$ cat config.mk
export PLATFORM = sky130hd
export DESIGN_NAME = click_type_classifier
export DESIGN_NICKNAME = d
export VERILOG_FILES = /design/src/design/ctc_pkg.sv /design/src/design/ctc_cfg.sv /design/src/design/ctc_core.sv /design/src/design/click_type_classifier.sv
export SDC_FILE = /design/constraint.sdc
export NUM_CORES = 1
export LEC_CHECK = 0
export BUFFER_PORTS_ARGS = -buffer_cell sky130_fd_sc_hd__buf_2
export CAP_MARGIN = 0
export CORE_MARGIN = 3
export CORE_UTILIZATION = 63
export DETAILED_ROUTE_END_ITERATION = 8
export HOLD_SLACK_MARGIN = 0.03
export PLACE_DENSITY = 0.78
export SLEW_MARGIN = 10
export SYNTH_ARGS = -nofsm -noshare
export SYNTH_HDL_FRONTEND = slang
export SYNTH_HIERARCHICAL = 1
export SYNTH_SLANG_ARGS = --single-unit
$ cat constraint.sdc
create_clock -name clk -period 7.82 [get_ports clk]
set_clock_uncertainty 0.1 [all_clocks]
set_input_delay 0.391 -clock clk [delete_from_list [all_inputs] [get_ports clk]]
set_output_delay 0.391 -clock clk [all_outputs]
set_load 0.03 [all_outputs]
$ cat src/design/ctc_pkg.sv
// shared types and constants for the click type classifier
`timescale 1ns / 1ps
package ctc_pkg;

  localparam int CNT_W = 16;
  localparam int CFG_IDX_W = 8;
  localparam int EVT_W = 2;

  // register indexes
  localparam logic [CFG_IDX_W-1:0] REG_FILTER_TICKS = 8'd0;
  localparam logic [CFG_IDX_W-1:0] REG_LONG_LIMIT   = 8'd1;
  localparam logic [CFG_IDX_W-1:0] REG_GAP_MIN      = 8'd2;
  localparam logic [CFG_IDX_W-1:0] REG_GAP_MAX      = 8'd3;

  // register reset values
  localparam logic [CNT_W-1:0] FILTER_TICKS_RST = 16'd200;
  localparam logic [CNT_W-1:0] LONG_LIMIT_RST   = 16'd1800;
  localparam logic [CNT_W-1:0] GAP_MIN_RST      = 16'd150;
  localparam logic [CNT_W-1:0] GAP_MAX_RST      = 16'd1500;

  // event codes
  localparam logic [EVT_W-1:0] EVT_NONE   = 2'd0;
  localparam logic [EVT_W-1:0] EVT_SINGLE = 2'd1;
  localparam logic [EVT_W-1:0] EVT_DOUBLE = 2'd2;
  localparam logic [EVT_W-1:0] EVT_LONG   = 2'd3;

  typedef struct packed {
    logic [CNT_W-1:0] filter_ticks;
    logic [CNT_W-1:0] long_limit;
    logic [CNT_W-1:0] gap_min;
    logic [CNT_W-1:0] gap_max;
  } ctc_cfg_t;

endpackage

$ cat src/design/ctc_cfg.sv
// configuration register bank for the click type classifier
`timescale 1ns / 1ps
module ctc_cfg
  import ctc_pkg::*;
(
  input  logic                 clk,
  input  logic                 rst,
  input  logic                 cfg_we,
  input  logic [CFG_IDX_W-1:0] cfg_index,
  input  logic [CNT_W-1:0]     cfg_data,
  output ctc_cfg_t             cfg
);

  // write port, unknown indexes are dropped
  always_ff @(posedge clk) begin
    if (rst) begin
      cfg.filter_ticks <= FILTER_TICKS_RST;
      cfg.long_limit   <= LONG_LIMIT_RST;
      cfg.gap_min      <= GAP_MIN_RST;
      cfg.gap_max      <= GAP_MAX_RST;
    end else if (cfg_we) begin
      case (cfg_index)
        REG_FILTER_TICKS: cfg.filter_ticks <= cfg_data;
        REG_LONG_LIMIT:   cfg.long_limit   <= cfg_data;
        REG_GAP_MIN:      cfg.gap_min      <= cfg_data;
        REG_GAP_MAX:      cfg.gap_max      <= cfg_data;
        default: ;
      endcase
    end
  end

endmodule

$ cat src/design/ctc_core.sv
// classifier state and per-tick update logic
`timescale 1ns / 1ps
module ctc_core
  import ctc_pkg::*;
(
  input  logic             clk,
  input  logic             rst,
  input  logic             step,
  input  logic             released,
  input  ctc_cfg_t         cfg,
  output logic [EVT_W-1:0] event_code
);

  logic             pressed_seen, pressed_seen_next;
  logic             recognised, recognised_next;
  logic [CNT_W-1:0] hold_prescale, hold_prescale_next;
  logic [CNT_W-1:0] gap_prescale, gap_prescale_next;
  logic [CNT_W-1:0] hold_units, hold_units_next;
  logic [CNT_W-1:0] gap_units, gap_units_next;

  // one tick of the classifier
  always_comb begin
    pressed_seen_next  = pressed_seen;
    recognised_next    = recognised;
    hold_prescale_next = hold_prescale;
    gap_prescale_next  = gap_prescale;
    hold_units_next    = hold_units;
    gap_units_next     = gap_units;
    event_code         = EVT_NONE;

    // clear after a report, leave the wait on release
    if (recognised) begin
      pressed_seen_next  = 1'b0;
      hold_prescale_next = '0;
      gap_prescale_next  = '0;
      hold_units_next    = '0;
      gap_units_next     = '0;
      if (released) recognised_next = 1'b0;
    end

    // hold counting while pressed
    if (!released && !recognised_next) begin
      pressed_seen_next  = 1'b1;
      hold_prescale_next = hold_prescale_next + 1'b1;
      if (hold_prescale_next > cfg.filter_ticks) begin
        hold_prescale_next = '0;
        hold_units_next    = hold_units_next + 1'b1;
      end
    end

    if (hold_units_next > cfg.long_limit) begin
      recognised_next = 1'b1;
      event_code      = EVT_LONG;
    end else begin
      // gap counting while released after a press
      if (pressed_seen_next && released) begin
        gap_prescale_next = gap_prescale_next + 1'b1;
        if (gap_prescale_next > cfg.filter_ticks) begin
          gap_prescale_next = '0;
          gap_units_next    = gap_units_next + 1'b1;
        end
      end
      // double inside the window, single beyond it
      if (pressed_seen_next && gap_units_next > cfg.gap_min &&
          gap_units_next < cfg.gap_max) begin
        if (!released) begin
          recognised_next = 1'b1;
          event_code      = EVT_DOUBLE;
        end
      end else if (pressed_seen_next && gap_units_next > cfg.gap_max) begin
        recognised_next = 1'b1;
        event_code      = EVT_SINGLE;
      end
    end
  end

  // state registers
  always_ff @(posedge clk) begin
    if (rst) begin
      pressed_seen  <= 1'b0;
      recognised    <= 1'b0;
      hold_prescale <= '0;
      gap_prescale  <= '0;
      hold_units    <= '0;
      gap_units     <= '0;
    end else if (step) begin
      pressed_seen  <= pressed_seen_next;
      recognised    <= recognised_next;
      hold_prescale <= hold_prescale_next;
      gap_prescale  <= gap_prescale_next;
      hold_units    <= hold_units_next;
      gap_units     <= gap_units_next;
    end
  end

`ifndef ASSERT_OFF
  // any report arms the wait on release
  a_report_arms: assert property (@(posedge clk) disable iff (rst)
    step && event_code != EVT_NONE |=> recognised)
    else $error("report without recognised state");

  // a press while waiting keeps everything cleared
  a_wait_clears: assert property (@(posedge clk) disable iff (rst)
    step && recognised && !released |=>
      recognised && !pressed_seen && hold_units == '0 && gap_units == '0)
    else $error("counters not cleared while waiting for release");

  // a counted press marks the press seen
  a_press_seen: assert property (@(posedge clk) disable iff (rst)
    step && !recognised && !released |=> pressed_seen || recognised)
    else $error("press not recorded");
`endif

endmodule

$ cat src/design/click_type_classifier.sv
// top level of the click type classifier: input and result registers
//
//   channel  signals                        direction  word
//   in       in_valid in_ready key_level     in         one scan tick
//   out      out_valid out_ready click_event out        one event code
//   cfg      cfg_we cfg_index cfg_data       in         one register write
//
// one tick per cycle sustained while out_ready holds; a tick is held in the input register
// and its event, worked out from it by the classifier, is registered in the result register.
// the classifier update is one pass of compare-and-count logic per tick.
// rst clears the handshake, the classifier state and the registers to defaults.
// a stalled result holds while the input register keeps one more tick.
`timescale 1ns / 1ps
module click_type_classifier
  import ctc_pkg::*;
(
  input  logic                 clk,
  input  logic                 rst,
  input  logic                 in_valid,
  output logic                 in_ready,
  input  logic                 key_level,
  output logic                 out_valid,
  input  logic                 out_ready,
  output logic [EVT_W-1:0]     click_event,
  input  logic                 cfg_we,
  input  logic [CFG_IDX_W-1:0] cfg_index,
  input  logic [CNT_W-1:0]     cfg_data
);

  ctc_cfg_t         cfg;
  logic             tick_valid;
  logic             tick_key;
  logic             advance;
  logic [EVT_W-1:0] event_code;

  ctc_cfg u_cfg (
    .clk       (clk),
    .rst       (rst),
    .cfg_we    (cfg_we),
    .cfg_index (cfg_index),
    .cfg_data  (cfg_data),
    .cfg       (cfg)
  );

  // tick moves on when the result register is free or draining
  assign advance  = tick_valid && (!out_valid || out_ready);
  assign in_ready = !tick_valid || advance;

  // input register
  always_ff @(posedge clk) begin
    if (rst) begin
      tick_valid <= 1'b0;
    end else if (in_ready) begin
      tick_valid <= in_valid;
    end
  end

  always_ff @(posedge clk) begin
    if (in_ready && in_valid) tick_key <= key_level;
  end

  ctc_core u_core (
    .clk        (clk),
    .rst        (rst),
    .step       (advance),
    .released   (tick_key),
    .cfg        (cfg),
    .event_code (event_code)
  );

  // result register
  always_ff @(posedge clk) begin
    if (rst) begin
      out_valid <= 1'b0;
    end else if (advance) begin
      out_valid <= 1'b1;
    end else if (out_ready) begin
      out_valid <= 1'b0;
    end
  end

  always_ff @(posedge clk) begin
    if (advance) click_event <= event_code;
  end

endmodule
After elaboration in Yosys (flattened, before gate mapping)
Cells that the tools add are included.

Bitwise gates (word level): 0. Shifts and indexed selects: 0. Multiplexer cells: 28. Reductions and logical operators: 19. Div/mod/pow operators: 0. Equal/unequal tests: 3. Multiply operators: 0. $add $sub $neg: 4. $lt $le $gt $ge: 6.

Operators with widths (number): $mux 16 (15); $gt 16x16->1 (5); $add 16x1->16 const B (4); $eq 8x2->1 const B (2); $lt 16x16->1 (1); $mux 1 (11); $eq 8x1->1 const B (1); $logic_not 8->1 (1); $reduce_and 2->1 (4); $logic_and 1x1->1 (7); $logic_not 1->1 (4); $mux 2 (2); $logic_or 1x1->1 (2); $reduce_bool 2->1 (1).

Memories kept: 0. Output and inout bits: 4. ROM bits: 0. RAM bits: 0. Bits in latches: 0. Flip-flop bits (word level): 135. Input port bits: 30.

Depth between registers and ports, before layout
Depth in word-level cells: 13. Gate-level depth with buffers: 31. Gate-level depth less buffers: 25.

Cells and area by module
Netlist, hierarchy kept.

Modules (own cells, without submodules): ctc_core (seq. area each 1321.3 um^2, area each 6273.5 um^2, times used 1, cells an instance 835); ctc_cfg (seq. area each 1281.2 um^2, area each 2632.5 um^2, times used 1, cells an instance 240); click_type_classifier (seq. area each 130.1 um^2, area each 193.9 um^2, times used 1, cells an instance 13).

Worst setup path before layout
No wires, ideal clock.

Kind: register to register. Start: reg u_core.recognised. End: reg u_core.gap_prescale[13]. Period minus slack after synthesis: 6.453 ns. Data required time: 7.661 ns. Cell stages (with the launch flop): 30. Arrival time: 6.294 ns. Path slack: 1.367 ns. Library setup time: 0.059 ns. Buffers on the path: 7. Cell sequence: dfxtp_1 clkbuf_1 buf_2 clkbuf_1 clkbuf_1 buf_1 nor2b_1 ha_1 nand3_1 or3_1 nor2_1 xnor2_1 nor2_1 ha_1 nand4_1 a2111o_1 o211a_2 clkbuf_1 nor3_1 nand2_1 xnor2_1 ha_1 a21oi_1 o21ai_1 a211o_1 o31ai_4 nand2_1 nor4_2 buf_2 a31o_1.

Word-level cells in the longest chain between the ends: 7.

RTL lines: from (decl) (line ctc_core.sv:15) `logic recognised, recognised_next;`; from (signal assigned) (line ctc_core.sv:88) `recognised <= recognised_next;`; $mux 16 (line ctc_core.sv:32) `if (recognised) begin`; $add 16x1->16 (line ctc_core.sv:44) `hold_prescale_next = hold_prescale_next + 1'b1;`; $gt 16x16->1 (line ctc_core.sv:45) `if (hold_prescale_next > cfg.filter_ticks) begin`; $mux 16 (line ctc_core.sv:45); $mux 16 * (line ctc_core.sv:42) `if (!released && !recognised_next) begin`; via u_core.hold_units_next[5] (line ctc_core.sv:18) `logic [CNT_W-1:0] hold_units, hold_units_next;`; $gt 16x16->1 * (line ctc_core.sv:51) `if (hold_units_next > cfg.long_limit) begin`; $mux 16 * (line ctc_core.sv:51); to (signal assigned) (line ctc_core.sv:90) `gap_prescale <= gap_prescale_next;`; to (decl) (line ctc_core.sv:17) `logic [CNT_W-1:0] gap_prescale, gap_prescale_next;`.

The timed path passes the listed nets; every way through them passes the cells marked *. A chain may end at the register's enable or synchronous reset.

Worst setup path in the final report
Start: reg u_core.recognised. End: reg u_core.gap_units[10].

RTL lines: $mux 16 (line ctc_core.sv:32); $add 16x1->16 (line ctc_core.sv:44); $gt 16x16->1 (line ctc_core.sv:45); $mux 16 (line ctc_core.sv:45); $mux 16 * (line ctc_core.sv:42); via u_core.hold_units_next[5] (line ctc_core.sv:18); $gt 16x16->1 * (line ctc_core.sv:51); $mux 16 * (line ctc_core.sv:51); to (signal assigned) (line ctc_core.sv:92) `gap_units <= gap_units_next;`; to (decl) (line ctc_core.sv:19) `logic [CNT_W-1:0] gap_units, gap_units_next;`.

The timed path passes the listed nets; every way through them passes the cells marked *. The select of a mux whose other input is x is not followed.

==> run metrics <==
Worst Path Required=8.04 ns; asr flop ratio synth=0%; Core Region=0.0140 mm^2; Crit Path Class=reg -> reg; WL per Instance=between 15 and 20 um; CTS Root Cell=clkbuf_16; # hold bufs at CTS=0; DP HPWL=16.7 mm; highest-count cells in the layout ignoring fill and taps=dfxtp_1 (131), nor2_1 (107), ha_1 (84); full die area=0.0159 mm^2; post-route ant nets=0; commonest non-fill, non-tap cell in the layout=dfxtp_1; Die Y=roughly 130 um; drt via density=6.06; met3 Usage GRT=5.51%; sequential element share of the synthesized area=30.0%; largest net degree at the start of global routing=~110; Avg Inst Size Synth=8.36 um^2; count of pins over their slew limit=0; Worst-Skew Late Latency=0.42 ns; CTS H-tree depth=4; fraction of layout cells with a size suffix above 1=8.68%; Post-Synth Simple-Gate Area=25.4%; clk buf depth=2; Vias=7789; GRT Total Usage=29.6%; initial DRC count=724; Peak Freq=~0.14 GHz; Remaining DRCs=0; cell internal pwr=0.00120 W; post-synthesis sequential element count=135; cell area after layout=about 0.0098 mm^2; row cnt=43; clock share of power=51.2%; main combinational cell family by area after synthesis=simple AND/OR/NAND/NOR gates; initial core utilization=between 60% and 70%; total global routing overflow=0; Clock Sinks=135; critical path launch point type=flip-flop; syn_nets=approximately 1200; DRT Wirelength=approximately 23 mm; mux cell area share after synthesis=8.50%; status=completed; Synth Area in Compound Gates=13.1%; GR Util met2=48.7%; met1 usage=37.4%; Tmin final=6.97 ns; initial antenna violation count=0; PortBufs=33; synth warn=6; Slew headroom=18.8%; CTS clk-pin slew, worst paths=~0.060 ns; Pwr per Cell Area=159 mW/mm^2; combinational share of power=4.5%; dpl cell area=0.00925 mm^2; Synth Area in XOR/XNOR=5.10%; Final Setup Violations=0; Final Cycle Share=about nine tenths; MaxCap Viol Count=0; cts repair resizes=0; Flop pwr share=roughly 44%; cts bufs inserted=17; area delta synth->final=8.14%; Post-Syn Instances=1088; busiest grt layer=met2; Worst Hold Class=in -> reg; Post-Syn Area=0.00910 mm^2; worst vdd ir=0.149 mV; I/O pins=34; first-pass GRT wire length=between 30 and 40 mm; switch share=about a quarter; EDFF count, synth=3; Worst-Margin Slew=1.21 ns; CTS tree=built; Worst setup EP type=flip-flop; Die Width=126 um; nets=1207; switching power=between 0.0003 and 0.0004 W; TNS Setup=0 ns; Final Hold Viols=0; Post-Synth Adder-Cell Area=11.5%; critical path arrival=7.19 ns; Post-CTS Setup Inserts=0; First-pass DRT Iterations=8; diode count=0; gp weighted congestion=0.902; Leak=4.23 nW; RSZ-0062 raised after global routing=no; prevailing post-synth register cell=dfxtp_1; worst-path maximum fanout=26; vias in the first global route=7552; Netlist cell types=between 70 and 80
## worst max-delay path, stage by stage (launching register included)
cell and delay [ns]:
dfxtp_2 0.47, nor2b_1 0.30, ha_1 0.26, nand3_1 0.21
or3_1 0.45, nor2_1 0.14, xnor2_1 0.15, nor2_1 0.08
ha_1 0.30, nand4_1 0.15, a2111o_1 0.44, o211a_2 0.23
nor3_1 0.53, nand2_1 0.13, xnor2_1 0.20, ha_1 0.27
a21oi_1 0.17, o21ai_1 0.08, a211o_1 0.34, o31ai_4 0.69
nand2_1 0.43, or4_1 0.51, a21oi_1 0.20
## area by class of cell
class | instances | area, um^2
tap | 180 | 225
multi-input combinational | 823 | 5790
clock inverter | 14 | 148
sequential | 135 | 2730
fill | 1144 | 4150
inverter | 77 | 289
timing repair buffer | 39 | 213
clock buffer | 18 | 439
## cells in the mapped netlist, types with 8 or more instances
cell type	number	share of area, %
nor2_1	107	4.4
xor2_1	25	2.4
a31oi_1	11	0.76
or3_1	8	0.55
inv_1	75	3.1
nand4_1	37	2.5
nand3_1	32	1.8
ha_1	84	12
o21ai_0	22	1.2
mux2i_1	75	8.2
and3_1	11	0.76
dfxtp_1	132	29
clkbuf_1	35	1.4
nand2b_1	67	4.6
a22o_1	15	1.4
nor3_1	14	0.77
and2_1	8	0.55
nand2_1	68	2.8
nor2b_1	31	2.1
or4_1	8	0.66
a21oi_1	64	3.5
a22oi_1	14	1.2
o21ai_1	10	0.55
xnor2_1	28	2.7
## sequential cells by signal, indices dropped and copies added (netlist names)
register              flops
u_core/pressed_seen       1
out_valid                 1
tick_valid                1
tick_key                  1
u_cfg/cfg                64
u_core/hold_prescale     16
u_core/gap_units         16
click_event               2
u_core/hold_units        16
u_core/gap_prescale      16
u_core/recognised         1
## per-layer routing
metal | part of all wire, % | wire, um | vias up
met1 | 44 | 10200 | 3626
li1 | - | - | 3849
met5 | 0 | 0 | -
met2 | 47 | 10900 | 250
met4 | 4.4 | 1020 | 0
met3 | 4.9 | 1150 | 64
## power groups by stage
stage / registers (W) / clock network (W) / logic (W)
after global routing: 0.000696 / 0.000837 / 0.0000764
after detailed placement: 0.000711 / 0 / 0.0000692
final: 0.000696 / 0.000803 / 0.0000705
after CTS: 0.000696 / 0.000812 / 0.0000695
after global placement: 0.000711 / 0 / 0.0000687
after floorplan: 0.000712 / 0 / 0.0000424
## kinds of logic (layout without fill, tap and decap cells)
kind of cell	Yosys count	in the layout
AOI/OAI and AO/OA	181	181
and+or+nand+nor	428	428
xor gates and xnor gates	53	53
muxes	77	77
buffers and inverters	130	148
DFF	135	135
adders and majority gates	84	84
## metrics by stage
stage | hold WS [ns] | instances | worst slack (ns) | power, W | utilization (%)
global route | 0.0759 | 1286 | 0.447 | 0.00161 | 70.3
floorplan | 0.349 | 1088 | 1.37 | 0.000754 | -
detailed placement | 0.363 | 1254 | 1.17 | 0.000780 | 66.2
finish | 0.0930 | 1286 | 0.852 | 0.00157 | 70.3
global placement | 0.360 | 1254 | 1.21 | 0.000779 | 66.2
CTS | 0.0807 | 1286 | 1.01 | 0.00158 | 70.3
## final timing paths
path	slack (ns)	start	endpoint	cells past startpoint
setup / recovery	0.85	u_core/recognised	u_core/gap_units[10]	22
hold / removal	0.09	key_level	tick_key	1
setup reg to reg	0.85	u_core/recognised	u_core/gap_units[10]	22
hold reg to reg	0.38	u_cfg/cfg[61]	u_cfg/cfg[61]	2
Note: power is estimated with default switching activity, not from simulation.
